## src/hdl/serial_line_editor_with_echo_defines.svh

```systemverilog
// Assertion macros used by the RTL of the serial line editor.
`ifndef SERIAL_LINE_EDITOR_WITH_ECHO_DEFINES_SVH
`define SERIAL_LINE_EDITOR_WITH_ECHO_DEFINES_SVH

// The consequent must hold in the same cycle as the antecedent.
`define SLE_ASSERT_SAME(lbl, clk, rstn, ante, cons, msg) \
  lbl: assert property (@(posedge clk) disable iff (!rstn) (ante) |-> (cons)) \
    else $error(msg);

// The consequent must hold in the cycle after the antecedent.
`define SLE_ASSERT_NEXT(lbl, clk, rstn, ante, cons, msg) \
  lbl: assert property (@(posedge clk) disable iff (!rstn) (ante) |=> (cons)) \
    else $error(msg);

`endif

```

## src/hdl/sle_pkg.sv

```systemverilog
package sle_pkg;

  localparam int LineDepthDef = 32;

  localparam int ByteW  = 8;
  localparam int StoreW = 7;
  localparam int CountW = 6;
  localparam int KindW  = 2;
  localparam int DataW  = 16;

  localparam logic [CountW-1:0] LimitRst = 6'd32;

  localparam logic [KindW-1:0] KindEcho = 2'd0;
  localparam logic [KindW-1:0] KindChar = 2'd1;
  localparam logic [KindW-1:0] KindEnd  = 2'd2;

  localparam logic [ByteW-1:0] ByteBs    = 8'h08;
  localparam logic [ByteW-1:0] ByteCr    = 8'h0D;
  localparam logic [ByteW-1:0] ByteSpace = 8'h20;
  localparam logic [ByteW-1:0] ByteTilde = 8'h7E;

endpackage

```

## src/hdl/sle_ram.sv

```systemverilog
module sle_ram #(
  parameter int Width = 8,
  parameter int Depth = 32
) (
  input  logic                     clk_i,
  input  logic                     we_i,
  input  logic [$clog2(Depth)-1:0] waddr_i,
  input  logic [Width-1:0]         wdata_i,
  input  logic [$clog2(Depth)-1:0] raddr_i,
  output logic [Width-1:0]         rdata_o
);

  logic [Width-1:0] mem_q [Depth];
  logic [Width-1:0] rdata_q;

  always_ff @(posedge clk_i) begin
    if (we_i) begin
      mem_q[waddr_i] <= wdata_i;
    end
    rdata_q <= mem_q[raddr_i];
  end

  assign rdata_o = rdata_q;

endmodule

```

## src/hdl/serial_line_editor_with_echo.sv

```systemverilog
// Serial line editor with echo.
// Input: one received byte per beat on s_axis (tdata[7:0]). Output: result
// beats on m_axis; tuser carries the kind (echo, line character, line end),
// tdata carries the byte and, on line end, the line length; tlast marks the
// final beat caused by one input byte. line_limit is written through
// cfg_we_i/cfg_wdata_i; the user must do so only while the block is idle,
// which the block itself does not enforce.
// An accepted printable byte moves to the echo state, which loads it into
// the output register; a backspace gives three echo beats. A carriage return
// walks the line memory: for each stored character a fetch state issues the
// registered read and a send state loads the output register; the line-end
// beat follows. Dropped and ignored bytes leave the block idle.
// The output register lets a new byte be taken while the last beat of the
// previous one still waits. When the receiver stalls, the block holds its
// state and stops taking bytes once its next beat needs the register.
// Reset empties the line and sets the limit to 32; the line memory itself
// is not cleared, since only written entries are ever read.
module serial_line_editor_with_echo #(
  parameter int LineDepth = sle_pkg::LineDepthDef
) (
  input  logic                     clk_i,
  input  logic                     rst_ni,
  input  logic                     s_axis_tvalid_i,
  output logic                     s_axis_tready_o,
  input  logic [sle_pkg::ByteW-1:0] s_axis_tdata_i,  // [7:0] rx_byte
  output logic                     m_axis_tvalid_o,
  input  logic                     m_axis_tready_i,
  output logic [sle_pkg::DataW-1:0] m_axis_tdata_o,  // [7:0] out_byte, [13:8] line_length
  output logic [sle_pkg::KindW-1:0] m_axis_tuser_o,  // [1:0] out_kind
  output logic                     m_axis_tlast_o,
  input  logic                     cfg_we_i,
  input  logic [sle_pkg::CountW-1:0] cfg_wdata_i    // line_limit
);

  `include "serial_line_editor_with_echo_defines.svh"

  localparam int AddrW = $clog2(LineDepth);
  localparam logic [sle_pkg::CountW-1:0] DepthC = sle_pkg::CountW'(LineDepth);

  typedef enum logic [4:0] {
    StIdle  = 5'b00001,
    StEcho  = 5'b00010,
    StFetch = 5'b00100,
    StSend  = 5'b01000,
    StEnd   = 5'b10000
  } state_e;

  state_e state_q, state_d;
  logic [sle_pkg::CountW-1:0] limit_q;
  logic [sle_pkg::CountW-1:0] count_q, count_d;
  logic [sle_pkg::CountW-1:0] ptr_q, ptr_d;
  logic [sle_pkg::ByteW-1:0]  byte_q, byte_d;
  logic [1:0]                 idx_q, idx_d;

  logic                       out_valid_q;
  logic [sle_pkg::KindW-1:0]  out_kind_q, out_kind_d;
  logic [sle_pkg::ByteW-1:0]  out_byte_q, out_byte_d;
  logic [sle_pkg::CountW-1:0] out_len_q, out_len_d;
  logic                       out_last_q, out_last_d;
  logic                       out_load;
  logic                       out_free;

  logic                       in_fire;
  logic                       is_print;
  logic                       ram_we;
  logic [sle_pkg::StoreW-1:0] ram_rdata;

  assign out_free = !out_valid_q || m_axis_tready_i;
  assign s_axis_tready_o = (state_q == StIdle);
  assign in_fire = s_axis_tvalid_i && s_axis_tready_o;
  assign is_print = (s_axis_tdata_i >= sle_pkg::ByteSpace) &&
                    (s_axis_tdata_i <= sle_pkg::ByteTilde);

  always_comb begin
    state_d    = state_q;
    count_d    = count_q;
    ptr_d      = ptr_q;
    byte_d     = byte_q;
    idx_d      = idx_q;
    ram_we     = 1'b0;
    out_load   = 1'b0;
    out_kind_d = sle_pkg::KindEcho;
    out_byte_d = '0;
    out_len_d  = '0;
    out_last_d = 1'b0;
    unique case (state_q)
      StIdle: begin
        if (in_fire) begin
          byte_d = s_axis_tdata_i;
          idx_d  = 2'd0;
          if (s_axis_tdata_i == sle_pkg::ByteBs) begin
            if (count_q != '0) begin
              count_d = count_q - 1'b1;
              state_d = StEcho;
            end
          end else if (is_print) begin
            if (count_q < limit_q && count_q < DepthC) begin
              ram_we  = 1'b1;
              count_d = count_q + 1'b1;
              state_d = StEcho;
            end
          end else if (s_axis_tdata_i == sle_pkg::ByteCr) begin
            ptr_d   = '0;
            state_d = (count_q == '0) ? StEnd : StFetch;
          end
        end
      end
      StEcho: begin
        if (out_free) begin
          out_load = 1'b1;
          if (byte_q == sle_pkg::ByteBs) begin
            // Backspace erases on the terminal with backspace, space, backspace.
            out_byte_d = (idx_q == 2'd1) ? sle_pkg::ByteSpace : sle_pkg::ByteBs;
            out_last_d = (idx_q == 2'd2);
            idx_d      = idx_q + 2'd1;
            if (idx_q == 2'd2) begin
              state_d = StIdle;
            end
          end else begin
            out_byte_d = byte_q;
            out_last_d = 1'b1;
            state_d    = StIdle;
          end
        end
      end
      StFetch: begin
        state_d = StSend;
      end
      StSend: begin
        if (out_free) begin
          out_load   = 1'b1;
          out_kind_d = sle_pkg::KindChar;
          out_byte_d = {1'b0, ram_rdata};
          ptr_d      = ptr_q + 1'b1;
          state_d    = (ptr_d == count_q) ? StEnd : StFetch;
        end
      end
      StEnd: begin
        if (out_free) begin
          out_load   = 1'b1;
          out_kind_d = sle_pkg::KindEnd;
          out_len_d  = count_q;
          out_last_d = 1'b1;
          count_d    = '0;
          state_d    = StIdle;
        end
      end
      default: begin
        state_d = StIdle;
      end
    endcase
  end

  sle_ram #(
    .Width(sle_pkg::StoreW),
    .Depth(LineDepth)
  ) u_line_ram (
    .clk_i  (clk_i),
    .we_i   (ram_we),
    .waddr_i(count_q[AddrW-1:0]),
    .wdata_i(s_axis_tdata_i[sle_pkg::StoreW-1:0]),
    .raddr_i(ptr_q[AddrW-1:0]),
    .rdata_o(ram_rdata)
  );

  always_ff @(posedge clk_i or negedge rst_ni) begin
    if (!rst_ni) begin
      state_q     <= StIdle;
      limit_q     <= sle_pkg::LimitRst;
      count_q     <= '0;
      ptr_q       <= '0;
      idx_q       <= '0;
      out_valid_q <= 1'b0;
    end else begin
      state_q <= state_d;
      count_q <= count_d;
      ptr_q   <= ptr_d;
      idx_q   <= idx_d;
      if (cfg_we_i) begin
        limit_q <= cfg_wdata_i;
      end
      if (out_load) begin
        out_valid_q <= 1'b1;
      end else if (m_axis_tready_i) begin
        out_valid_q <= 1'b0;
      end
    end
  end

  always_ff @(posedge clk_i) begin
    byte_q <= byte_d;
    if (out_load) begin
      out_kind_q <= out_kind_d;
      out_byte_q <= out_byte_d;
      out_len_q  <= out_len_d;
      out_last_q <= out_last_d;
    end
  end

  assign m_axis_tvalid_o = out_valid_q;
  assign m_axis_tdata_o  = {2'b00, out_len_q, out_byte_q};
  assign m_axis_tuser_o  = out_kind_q;
  assign m_axis_tlast_o  = out_last_q;

  `SLE_ASSERT_SAME(a_count_in_range, clk_i, rst_ni, 1'b1, count_q <= DepthC,
    "line count exceeds the line memory depth")
  `SLE_ASSERT_SAME(a_walk_in_line, clk_i, rst_ni,
    state_q == StFetch || state_q == StSend, ptr_q < count_q,
    "line walk pointer beyond the stored characters")
  `SLE_ASSERT_NEXT(a_end_clears, clk_i, rst_ni,
    out_load && out_kind_d == sle_pkg::KindEnd, count_q == '0,
    "line end beat did not empty the line")
  `SLE_ASSERT_SAME(a_char_not_last, clk_i, rst_ni,
    out_valid_q && out_kind_q == sle_pkg::KindChar, !out_last_q,
    "line character beat marked as final")

endmodule

```

## config.mk

```make
export PLATFORM = sky130hd
export DESIGN_NAME = serial_line_editor_with_echo
export DESIGN_NICKNAME = d
export VERILOG_FILES = /design/src/hdl/sle_pkg.sv /design/src/hdl/sle_ram.sv /design/src/hdl/serial_line_editor_with_echo.sv
export VERILOG_INCLUDE_DIRS = /design/src /design/src/hdl
export SDC_FILE = /design/constraint.sdc
export NUM_CORES = 1
export LEC_CHECK = 0
export ABC_AREA = 1
export BUFFER_PORTS_ARGS = -buffer_cell sky130_fd_sc_hd__buf_4
export CAP_MARGIN = 10
export CORE_UTILIZATION = 50
export CTS_CLUSTER_SIZE = 12
export DETAILED_ROUTE_END_ITERATION = 10
export PLACE_DENSITY = 0.71
export SLEW_MARGIN = 20
export SYNTH_ARGS = -nofsm -noshare
export SYNTH_HDL_FRONTEND = slang
export SYNTH_SLANG_ARGS = --single-unit
```

## constraint.sdc

```tcl
create_clock -name clk_i -period 4.3 [get_ports clk_i]
set_input_delay 0.86 -clock clk_i [delete_from_list [all_inputs] [get_ports clk_i]]
set_output_delay 0.86 -clock clk_i [all_outputs]
set_load 0.05 [all_outputs]
```

; Word-level counts from Yosys, hierarchy flattened
; Memory sizes are Yosys's and may differ from the RTL's. A register that Yosys moved wholly into a read port is not among the register bits.
; Cells that the tools add are included.
[word_totals]
regBits = 51
memories = 1
mem_bits_rw = 224
output_inout_bits = 21
romBits = 0
latchBits = 0
wordCells = 116
in_bits = 19
[classes]
bitwise_logic = 0
n_mux = 53
reduce_logical = 18
shifts = 0
magnitude_cmp = 4
add_sub_neg = 4
n_eq_ne = 25
multipliers = 0
div = 0
[memory_table]
columns = name, words, width, rd, rd_clocked_by_memory_dff, wr, line_no
row1 = u_line_ram.mem_q, 32, 7, 1, 1, 1, sle_ram.sv:13  ; logic [Width-1:0] mem_q [Depth];
[op_table]
columns = op, n
row1 = 6-bit two-way mux, 12
row2 = 5-bit two-way mux, 13
row3 = 5-bit case mux with 5 select lines, 1
row4 = "8-bit by 4-bit == test with 1-bit output, second input constant", 3
row5 = 6-bit case mux with 2 select lines, 2
row6 = 8-bit two-way mux, 2
row7 = 8-bit case mux with 2 select lines, 1
row8 = 1-bit two-way mux, 14
row9 = "6-bit by 1-bit adder with 6-bit output, second input constant", 2
row10 = "2-bit != test, second input constant", 6
row11 = 6-bit AND reduction, 2
row12 = "8-bit by 6-bit >= comparator with 1-bit output, second input constant", 1
row13 = "8-bit by 7-bit less-or-equal comparator with 1-bit output, second input constant", 1
row14 = 2-bit two-way mux, 4
row15 = 2-bit case mux with 2 select lines, 2
row16 = 8-bit AND reduction, 1
row17 = 2-bit nonzero test, 4
row18 = 7-bit two-way mux, 1
row19 = 6-bit == test, 1
row20 = 6-bit logical NOT, 1
row21 = 6-bit less-than comparator, 1
row22 = "6-bit less-than comparator, second input constant", 1
row23 = "3-bit by 1-bit != test with 1-bit output, second input constant", 2
row24 = 6-bit nonzero test, 1
row25 = other kinds (21), 25

; Longest topological paths before layout
; Gate-level depths: netlist (run 1).
[logic_depth]
word_depth = 9
ltp_mapped = 15
ltp_nobuf = 15

; Modules after synthesis
; Synthesis (run 1) repeated with hierarchy kept, for this count alone.
[unflattened]
hier_cells = 1154
hier_area_um2 = 12334.3
[by_module_without_submodules]
columns = mod, seq_area_each_um2, cells_per_inst, n_inst, area_per_inst_um2
row1 = sle_ram, 6866.6, 813, 1, 9416.5
row2 = serial_line_editor_with_echo, 1403.8, 341, 1, 2917.8

; Worst setup path after synthesis (run 1)
; No wires, ideal clock.
[synth_path]
path_kind = input to register
start = in s_axis_tdata_i[4] in the netlist's numbering
end = mem u_line_ram.mem_q[0][0] in the netlist's numbering (enable)
t_arrival_ns = 2.098
n_path_buf = 0
cell_stages = 9
slack_ns = 1.822
required_time_ns = 3.920
cell_sequence = inv_1 -> nor2_1 -> nand2_1 -> nand3_1 -> inv_1 -> nand3_2 -> nor2_8 -> inv_2 -> nor3_1
[synth_via]
elab_chain_cells = 8
word_cells_on_any_way = 10
classes_between = order compare: 2 / eq/ne: 1 / mux: 6 / reduce/logical: 1
[synth_rtl]
columns = item, line_no
row1 = "start, declared", serial_line_editor_with_echo.sv:25  ; input logic [sle_pkg::ByteW-1:0] s_axis_tdata_i,
row2 = 8-bit by 6-bit >= comparator with 1-bit output / 8-bit by 7-bit less-or-equal comparator with 1-bit output (equally long branches), "serial_line_editor_with_echo.sv:71, serial_line_editor_with_echo.sv:72"
row3 = 1-bit logical AND, serial_line_editor_with_echo.sv:71  ; assign is_print = (s_axis_tdata_i >= sle_pkg::ByteSpace) &&
row4 = 1-bit two-way mux, serial_line_editor_with_echo.sv:96  ; end else if (is_print) begin
row5 = 1-bit two-way mux *, serial_line_editor_with_echo.sv:91  ; if (s_axis_tdata_i == sle_pkg::ByteBs) begin
row6 = 1-bit two-way mux *, serial_line_editor_with_echo.sv:88  ; if (in_fire) begin
row7 = 1-bit two-way mux *, serial_line_editor_with_echo.sv:86  ; unique case (state_q)
row8 = 1-bit two-way mux *, sle_ram.sv:17  ; if (we_i) begin
row9 = 1-bit two-way mux (implied by the code) *, sle_ram.sv:18  ; mem_q[waddr_i] <= wdata_i;
row10 = "end, declared", sle_ram.sv:13
; Every way passes the cells marked *; elsewhere a longest branch is shown, timed or not.

; Worst setup path in the final report (run 1)
[layout_path]
start = reg count_q[3] in the netlist's numbering
end = mem u_line_ram.mem_q[2][4] in the netlist's numbering (enable)
[layout_via]
elab_chain_cells = 9
word_cells_on_any_way = 10
classes_between = order compare: 2 / mux: 7 / reduce/logical: 1
[layout_rtl]
columns = item, line_no
row1 = "start, declared", serial_line_editor_with_echo.sv:50  ; logic [sle_pkg::CountW-1:0] count_q, count_d;
row2 = "start signal, assigned", serial_line_editor_with_echo.sv:176  ; count_q <= count_d;
row3 = 6-bit less-than comparator, serial_line_editor_with_echo.sv:97  ; if (count_q < limit_q && count_q < DepthC) begin
row4 = 1-bit logical AND, serial_line_editor_with_echo.sv:97
row5 = 1-bit two-way mux, serial_line_editor_with_echo.sv:97
row6 = 1-bit two-way mux, serial_line_editor_with_echo.sv:96
row7 = 1-bit two-way mux, serial_line_editor_with_echo.sv:91
row8 = 1-bit two-way mux, serial_line_editor_with_echo.sv:88
row9 = 1-bit two-way mux, serial_line_editor_with_echo.sv:86
row10 = 1-bit two-way mux, sle_ram.sv:17
row11 = 1-bit two-way mux (implied by the code), sle_ram.sv:18
; Several ways; a longest one is shown, not always the timed one.

==> results of run 1 <==
## final timing paths
kind / from / endpoint / slack (ns)
max reg2reg: count_q[3]$_DFFE_PN0P_ / u_line_ram.mem_q[2][4]$_DFFE_PP_ / 1.23
max in group asynchronous: rst_ni / state_q[0]$_DFFE_PN1P_ / 3.75
min reg2reg: limit_q[5]$_DFFE_PN1P_ / limit_q[5]$_DFFE_PN1P_ / 0.50
max: count_q[3]$_DFFE_PN0P_ / u_line_ram.mem_q[2][4]$_DFFE_PP_ / 1.23
min: rst_ni / state_q[4]$_DFFE_PN0P_ / 0.22
min in group clk_i: limit_q[5]$_DFFE_PN1P_ / limit_q[5]$_DFFE_PN1P_ / 0.50
## cell usage after synthesis, types with 2 or more instances
master	number
edfxtp_1	249
inv_2	7
a21oi_1	55
xor2_1	3
buf_2	23
a211oi_1	14
nand3_1	26
dfxtp_1	7
buf_1	5
nor2_2	9
inv_1	84
buf_6	2
nor3_1	10
nand3_2	2
clkbuf_1	13
a31oi_1	7
o21ai_0	86
o221ai_1	28
o21ai_1	36
dfstp_2	2
o211ai_1	7
nand4_1	10
buf_4	9
nand2_1	159
nor2_8	2
nand2_2	5
ha_1	9
dfrtp_1	24
nor2_4	3
nor2_1	128
o21a_1	7
## sequential cells by signal, indices dropped and copies added (netlist names)
name / cells
count_q: 6
limit_q: 6
u_line_ram.mem_q: 224
m_axis_tuser_o: 2
ptr_q: 6
out_len_q: 6
m_axis_tvalid_o: 1
state_q: 5
u_line_ram.rdata_o: 7
out_byte_q: 8
byte_q: 8
idx_q: 2
m_axis_tlast_o: 1
## worst max-delay path, delay by kind of cell (launching register included)
kind                     cells  cell delay (ns)
adder cells (fa/ha/maj)      1             0.34
AO/OA/AOI/OAI                1             0.15
AND/OR/NAND/NOR              5             1.44
buffers and inverters        1             0.09
flip-flops                   1             0.66
## cells by family (layout without fill, tap and decap cells)
logic type,count (synthesis),count (layout),synth area share [%]
compound gates,245,245,11.8
xor+xnor,4,4,0.290
fa+ha+maj,9,9,0.933
buf+inv,144,186,5.13
flops,282,282,68.5
mux,1,1,0.0933
other cells,1,2,0.0311
simple gates,361,361,13.2
## where the power goes
part / internal (uW) / total (uW) / switching [uW]
sequential: 3140 / 3270 / 131
clock: 1470 / 2470 / 1000
combinational: 357 / 1370 / 1010
total: 4970 / 7120 / 2150
## through the flow
step | setup slack, ns | instances | hold slack, ns | utilization, %
6_report | 1.23 | 1409 | 0.221 | 57.2
5_1_grt | 1.05 | 1409 | 0.250 | 57.2
4_1_cts | 1.26 | 1409 | 0.231 | 57.2
3_5_place_dp | 0.948 | 1363 | 0.498 | 53.4
3_3_place_gp | 1.06 | 1363 | 0.488 | 53.4
2_1_floorplan | 1.82 | 1048 | 0.465 | -
## metal layers
layer	vias to the layer above	global-route usage, %
met5	-	0
li1	3758	-
met3	73	4.93
met1	3862	35.0
met2	418	36.9
met4	0	7.77
## layout make-up
| cell class | count | share of cell area (%) |
|---|---|---|
| Clock inverter | 9 | 1.17 |
| Timing Repair Buffer | 48 | 2.67 |
| Multi-Input combinational cell | 622 | 23.6 |
| Inverter | 92 | 2.57 |
| Clock buffer | 37 | 5.61 |
| Sequential cell | 282 | 61.4 |
| Tap cell | 319 | 2.96 |
==> summary.txt, run 1 <==
Setup path
  • Max Fanout on Critical Path: 9
  • CP Class: flip-flop to flip-flop
  • Crit path top cell by count: nor2_1
  • Critical-path cell list: ha_1 > a21oi_1 > nor2_1 > nor2_1 > nand3_2 > nor2_8 > inv_2 > nor3_1
  • FF-to-FF path depth: 8
  • Worst path max stage delay: 0.74 ns
  • CP Data Required Time: 4.47 ns
  • Worst Setup Start Kind: flip-flop
  • CP max stage cell: nor3_1
  • Critical path capture point type: flip-flop
  • Critical Path AT: 3.24 ns

CTS
  • Post CTS Setup Buffer Count: 0
  • PostCTS Resize Cnt: 0
  • Clock buffer depth: 3
  • Htree depth: 1
  • Clk slew on worst S/H paths: 0.07 ns
  • CTS Sinks: 282
  • # hold bufs at CTS: 0
  • CTS tree: done
  • Root Driver: clkbuf_16
  • Inserted Clock Buffers: 29
  • Clk_lat worst skew: around 0.56 ns

Synthesis
  • Yosys top cell by area: edfxtp_1
  • Ys async rst share: 9.22%
  • Post-synth top area share: 62.0%
  • EDFF count, synth: around 250
  • Sequential fraction of the synthesis area: 68.5%
  • Yosys warning count: 0
  • Netlist cell types: 47
  • Seq cells post-synth: 282
  • Synth top area cells: edfxtp_1, dfrtp_1, nand2_1
  • Avg Inst Size Synth: 11.5 um^2
  • Commonest register cell after synthesis: edfxtp_1
  • Post-Syn Instances: about 1000
  • Syn Std Cell Area: 0.0121 mm^2

Finish
  • Sequential Area: between 0.008 and 0.009 mm^2
  • Final net count: around 1100
  • Fraction of layout cells with a size suffix above 1: 11.4%
  • Footprint of the multi-input gates: 0.00318 mm^2
  • Most frequent cells in the layout: edfxtp_1, nand2_1, nor2_1, o21ai_0, inv_1
  • Most common cell after layout, fill and taps aside: edfxtp_1
  • Layout area overhead: 11.7%
  • Cell area after layout: between 0.01 and 0.015 mm^2
  • Fillers: 1963
  • Antenna cells: 0

Drt
  • Routed len/inst: between 20 and 25 um
  • DR top layer: met4
  • DR vias/cell: 5.76
  • Total routed wirelength: just under 30000 um
  • Starting DRC count in detailed routing: between 900 and 1000
  • Number of remaining DRC errors: 0
  • DR vias: 8111
  • DR WL met2: 12700 um
  • WL met1: 12400 um
  • Antenna viol nets, final: 0
  • Met3 wire len: 2770 um
  • First drt pass iteration count: 5

Flow run
  • Max-cap viol count: 0

Power
  • Max VDD drop: roughly 0.00034 V
  • Pleak: 0.00490 uW
  • Total power: 7120 uW
  • Power per cell area: around 530 mW/mm^2

Global route
  • Largest net degree at the start of global routing: 58
  • Vias in the first global route: about 7800
  • Initial antenna violation count: 0
  • Total gr overflow: 0
  • First-pass GRT wire length: approximately 45000 um
  • GRT Overall Usage: about a quarter

Floorplan
  • Die span in y: 157 um
  • Row count: 56
  • Starting Density: 51.3%
  • Ports: 40
  • Core outline area: roughly 0.024 mm^2
  • Die ar.: between 0.02 and 0.025 mm^2
  • Die X: 157 um

STA
  • RSZ-0062 raised after global routing: no
  • F_max: about 330 MHz
  • Slew Viols, Final: 0
  • Setup TNS Final: 0 ns
  • Final Hold Fails: 0
  • Max Clock Skew: 0.0136 ns
  • Final worst path period share: 71.3%
  • Min Tclk post-route: 3.07 ns
  • Slew headroom: between 30% and 40%
  • Worst Tran Pin Value: 0.986 ns
  • Final setup fails: 0

Place
  • Buffers on Ports: 37
  • Placed wire-length estimate: 17700 um
  • Final Wtd Congestion: 0.883
  • Placed Area: 0.0126 mm^2

Status
  • Status: finished clean

Min path
  • HP Class: primary input to asynchronous set/reset pin
Note: power is estimated with default switching activity, not from simulation.
==> run 2, diff against run 1 <==
clock period = 2.9 ns   (was 4.3 ns; I/O delays follow)
==> run 2 against run 1 <==
Against the previous run:
- total power is 46% higher
- register-to-register slack worse by 0.67 ns
- die area stayed put
- setup slack worse by 0.67 ns
- sequential power is 47% higher
- utilization is 1.4 points higher
- clock skew hardly changed
- global-route usage is 0.21 points lower
- routed wire length is 0.12% lower
- non-clock buffer count is 47 higher
- combinational power is 54% higher
==> summary.txt, run 2 (synthesized netlist as in run 1, its figures left out) <==
Finish
  • Most common cell after layout, fill and taps aside: edfxtp_1
  • Fraction of layout cells with a size suffix above 1: between 10% and 20%
  • Layout area overhead: 14.3%
  • Most frequent cells in the layout: edfxtp_1, nand2_1, nor2_1, buf_4, o21ai_0
  • Max FFs per register: 224
  • Largest Register: u_line_ram.mem_q
  • Final net count: 1150
  • Top Registers: u_line_ram.mem_q (224), byte_q (8), out_byte_q (8)
  • Antenna cells: 0

Setup path
  • Max Fanout on Critical Path: 9
  • CP Launch Point: limit_q[5]$_DFFE_PN1P_
  • Worst Setup Start Kind: flip-flop
  • Reg2reg start: limit_q[5]$_DFFE_PN1P_
  • CP Data Required Time: ~3.2 ns
  • FF-to-FF path depth: 10
  • CP Class: flip-flop to flip-flop
  • Critical Path AT: 2.60 ns
  • Critical path capture point type: flip-flop

STA
  • F_max: 428 MHz
  • Slew headroom: about half
  • Setup TNS Final: 0 ns
  • Max Clock Skew: 0.0135 ns
  • Final setup fails: 0
  • Slew Viols, Final: 0
  • Final worst path period share: 80.6%
  • Worst Tran Pin Value: 0.757 ns
  • Min Tclk post-route: 2.34 ns
  • Hold WS: 0.243 ns
  • Final Hold Fails: 0
  • RSZ-0062 raised after global routing: no

Global route
  • First-pass GRT wire length: roughly 44000 um
  • Vias in the first global route: roughly 8000
  • GRT Overall Usage: 24.1%
  • Initial antenna violation count: 0
  • Total gr overflow: 0
  • Largest net degree at the start of global routing: 52

Drt
  • DR vias: 8149
  • Antenna viol nets, final: 0
  • Starting DRC count in detailed routing: 812
  • DR vias/cell: ~5.6
  • Total routed wirelength: 28800 um
  • Routed len/inst: slightly below 20 um
  • Number of remaining DRC errors: 0
  • First drt pass iteration count: 7

Status
  • Status: finished clean

Floorplan
  • Die ar.: 0.0248 mm^2
  • Core outline area: 0.0235 mm^2
  • Starting Density: 51.3%
  • Die X: around 160 um
  • Die span in y: roughly 160 um
  • Row count: 56
  • Ports: 40

Min path
  • Hold Crit Depth: 3
  • HP Class: primary input to flip-flop
  • HP Start: cfg_wdata_i[2]

CTS
  • PostCTS Resize Cnt: 0
  • CTS Sinks: 282
  • CTS tree: done
  • Inserted Clock Buffers: 29
  • Clk slew on worst S/H paths: 0.06 ns
  • Root Driver: clkbuf_16
  • Clock buffer depth: 3
  • Clk_lat worst skew: between 0.5 and 0.6 ns
  • Htree depth: 1

Place
  • Buffers on Ports: 37
  • Final Wtd Congestion: 0.870
  • Placed wire-length estimate: about 19000 um

Power
  • Max VDD drop: 0.000583 V
  • Pleak: 0.00513 uW
  • Total power: 10400 uW
  • Power per cell area: between 700 and 800 mW/mm^2

Flow run
  • Max-cap viol count: 0
run 2: cell types whose count changed in the layout (fill, tap and decap cells not counted), sizes merged:
cell	delta
bufinv	-2
clkbuf	+4
clkinv	+1
buf	+46
dlygate4sd3	+1
run 2: path summary, 6_finish.rpt:
kind,to,slack [ns]
worst max-delay path,u_line_ram.mem_q[19][4]$_DFFE_PP_,0.56
worst min-delay path,limit_q[2]$_DFFE_PN0P_,0.24
worst max register to register,u_line_ram.mem_q[19][4]$_DFFE_PP_,0.56
worst min register to register,limit_q[5]$_DFFE_PN1P_,0.50
max in group asynchronous,state_q[0]$_DFFE_PN1P_,2.09
min in group asynchronous,limit_q[1]$_DFFE_PN0P_,0.49
run 2: timing repair:
item,CTS,global route
hold buffers,1,0
hold endpoints to repair,24,0
buffers inserted,0,0
run 2: worst max-delay path, stage by stage, from the launching register on:
cell and delay [ns]:
dfstp_2 0.51, inv_1 0.04, ha_1 0.30, nand2_1 0.09
nor2_1 0.05, nor2_1 0.14, nand3_2 0.15, nor2_8 0.23
nand3_4 0.19, nor3_2 0.16, buf_4 0.18
run 2: metrics by stage:
| step | util [%] | worst slack [ns] | std cells | instance area [um^2] |
|---|---|---|---|---|
| after floorplan | - | 0.535 | 1048 | 12100 |
| after global placement | 54.8 | 0.562 | 1409 | 12900 |
| after detailed placement | 54.8 | 0.503 | 1409 | 12900 |
| after CTS | 58.6 | 0.557 | 1459 | 13800 |
| after global routing | 58.6 | 0.400 | 1459 | 13800 |
| final | 58.6 | 0.562 | 1459 | 13800 |
run 2: power breakdown:
group	internal [uW]	switching [uW]	total [uW]
registers	4660	134	4800
clock network	2040	1460	3500
logic	570	1540	2110
run 2: area by class of cell:
cell class | instances | area, um^2
repair buffers | 95 | 716
clock inverters | 8 | 101
clock buffers | 41 | 781
flip-flops and latches | 282 | 8270
inverters | 92 | 347
fillers | 1931 | 9740
multi-input cells | 622 | 3180
well taps | 319 | 399
run 2: per-layer routing:
| layer | vias up | GRT usage (%) | routed length [um] |
|---|---|---|---|
| met5 | - | 0.207 | 0 |
| met4 | 0 | 8.65 | 857 |
| met3 | 54 | 5.59 | 2730 |
| met2 | 404 | 37.5 | 13000 |
| met1 | 3851 | 33.1 | 12200 |
| li1 | 3840 | - | - |
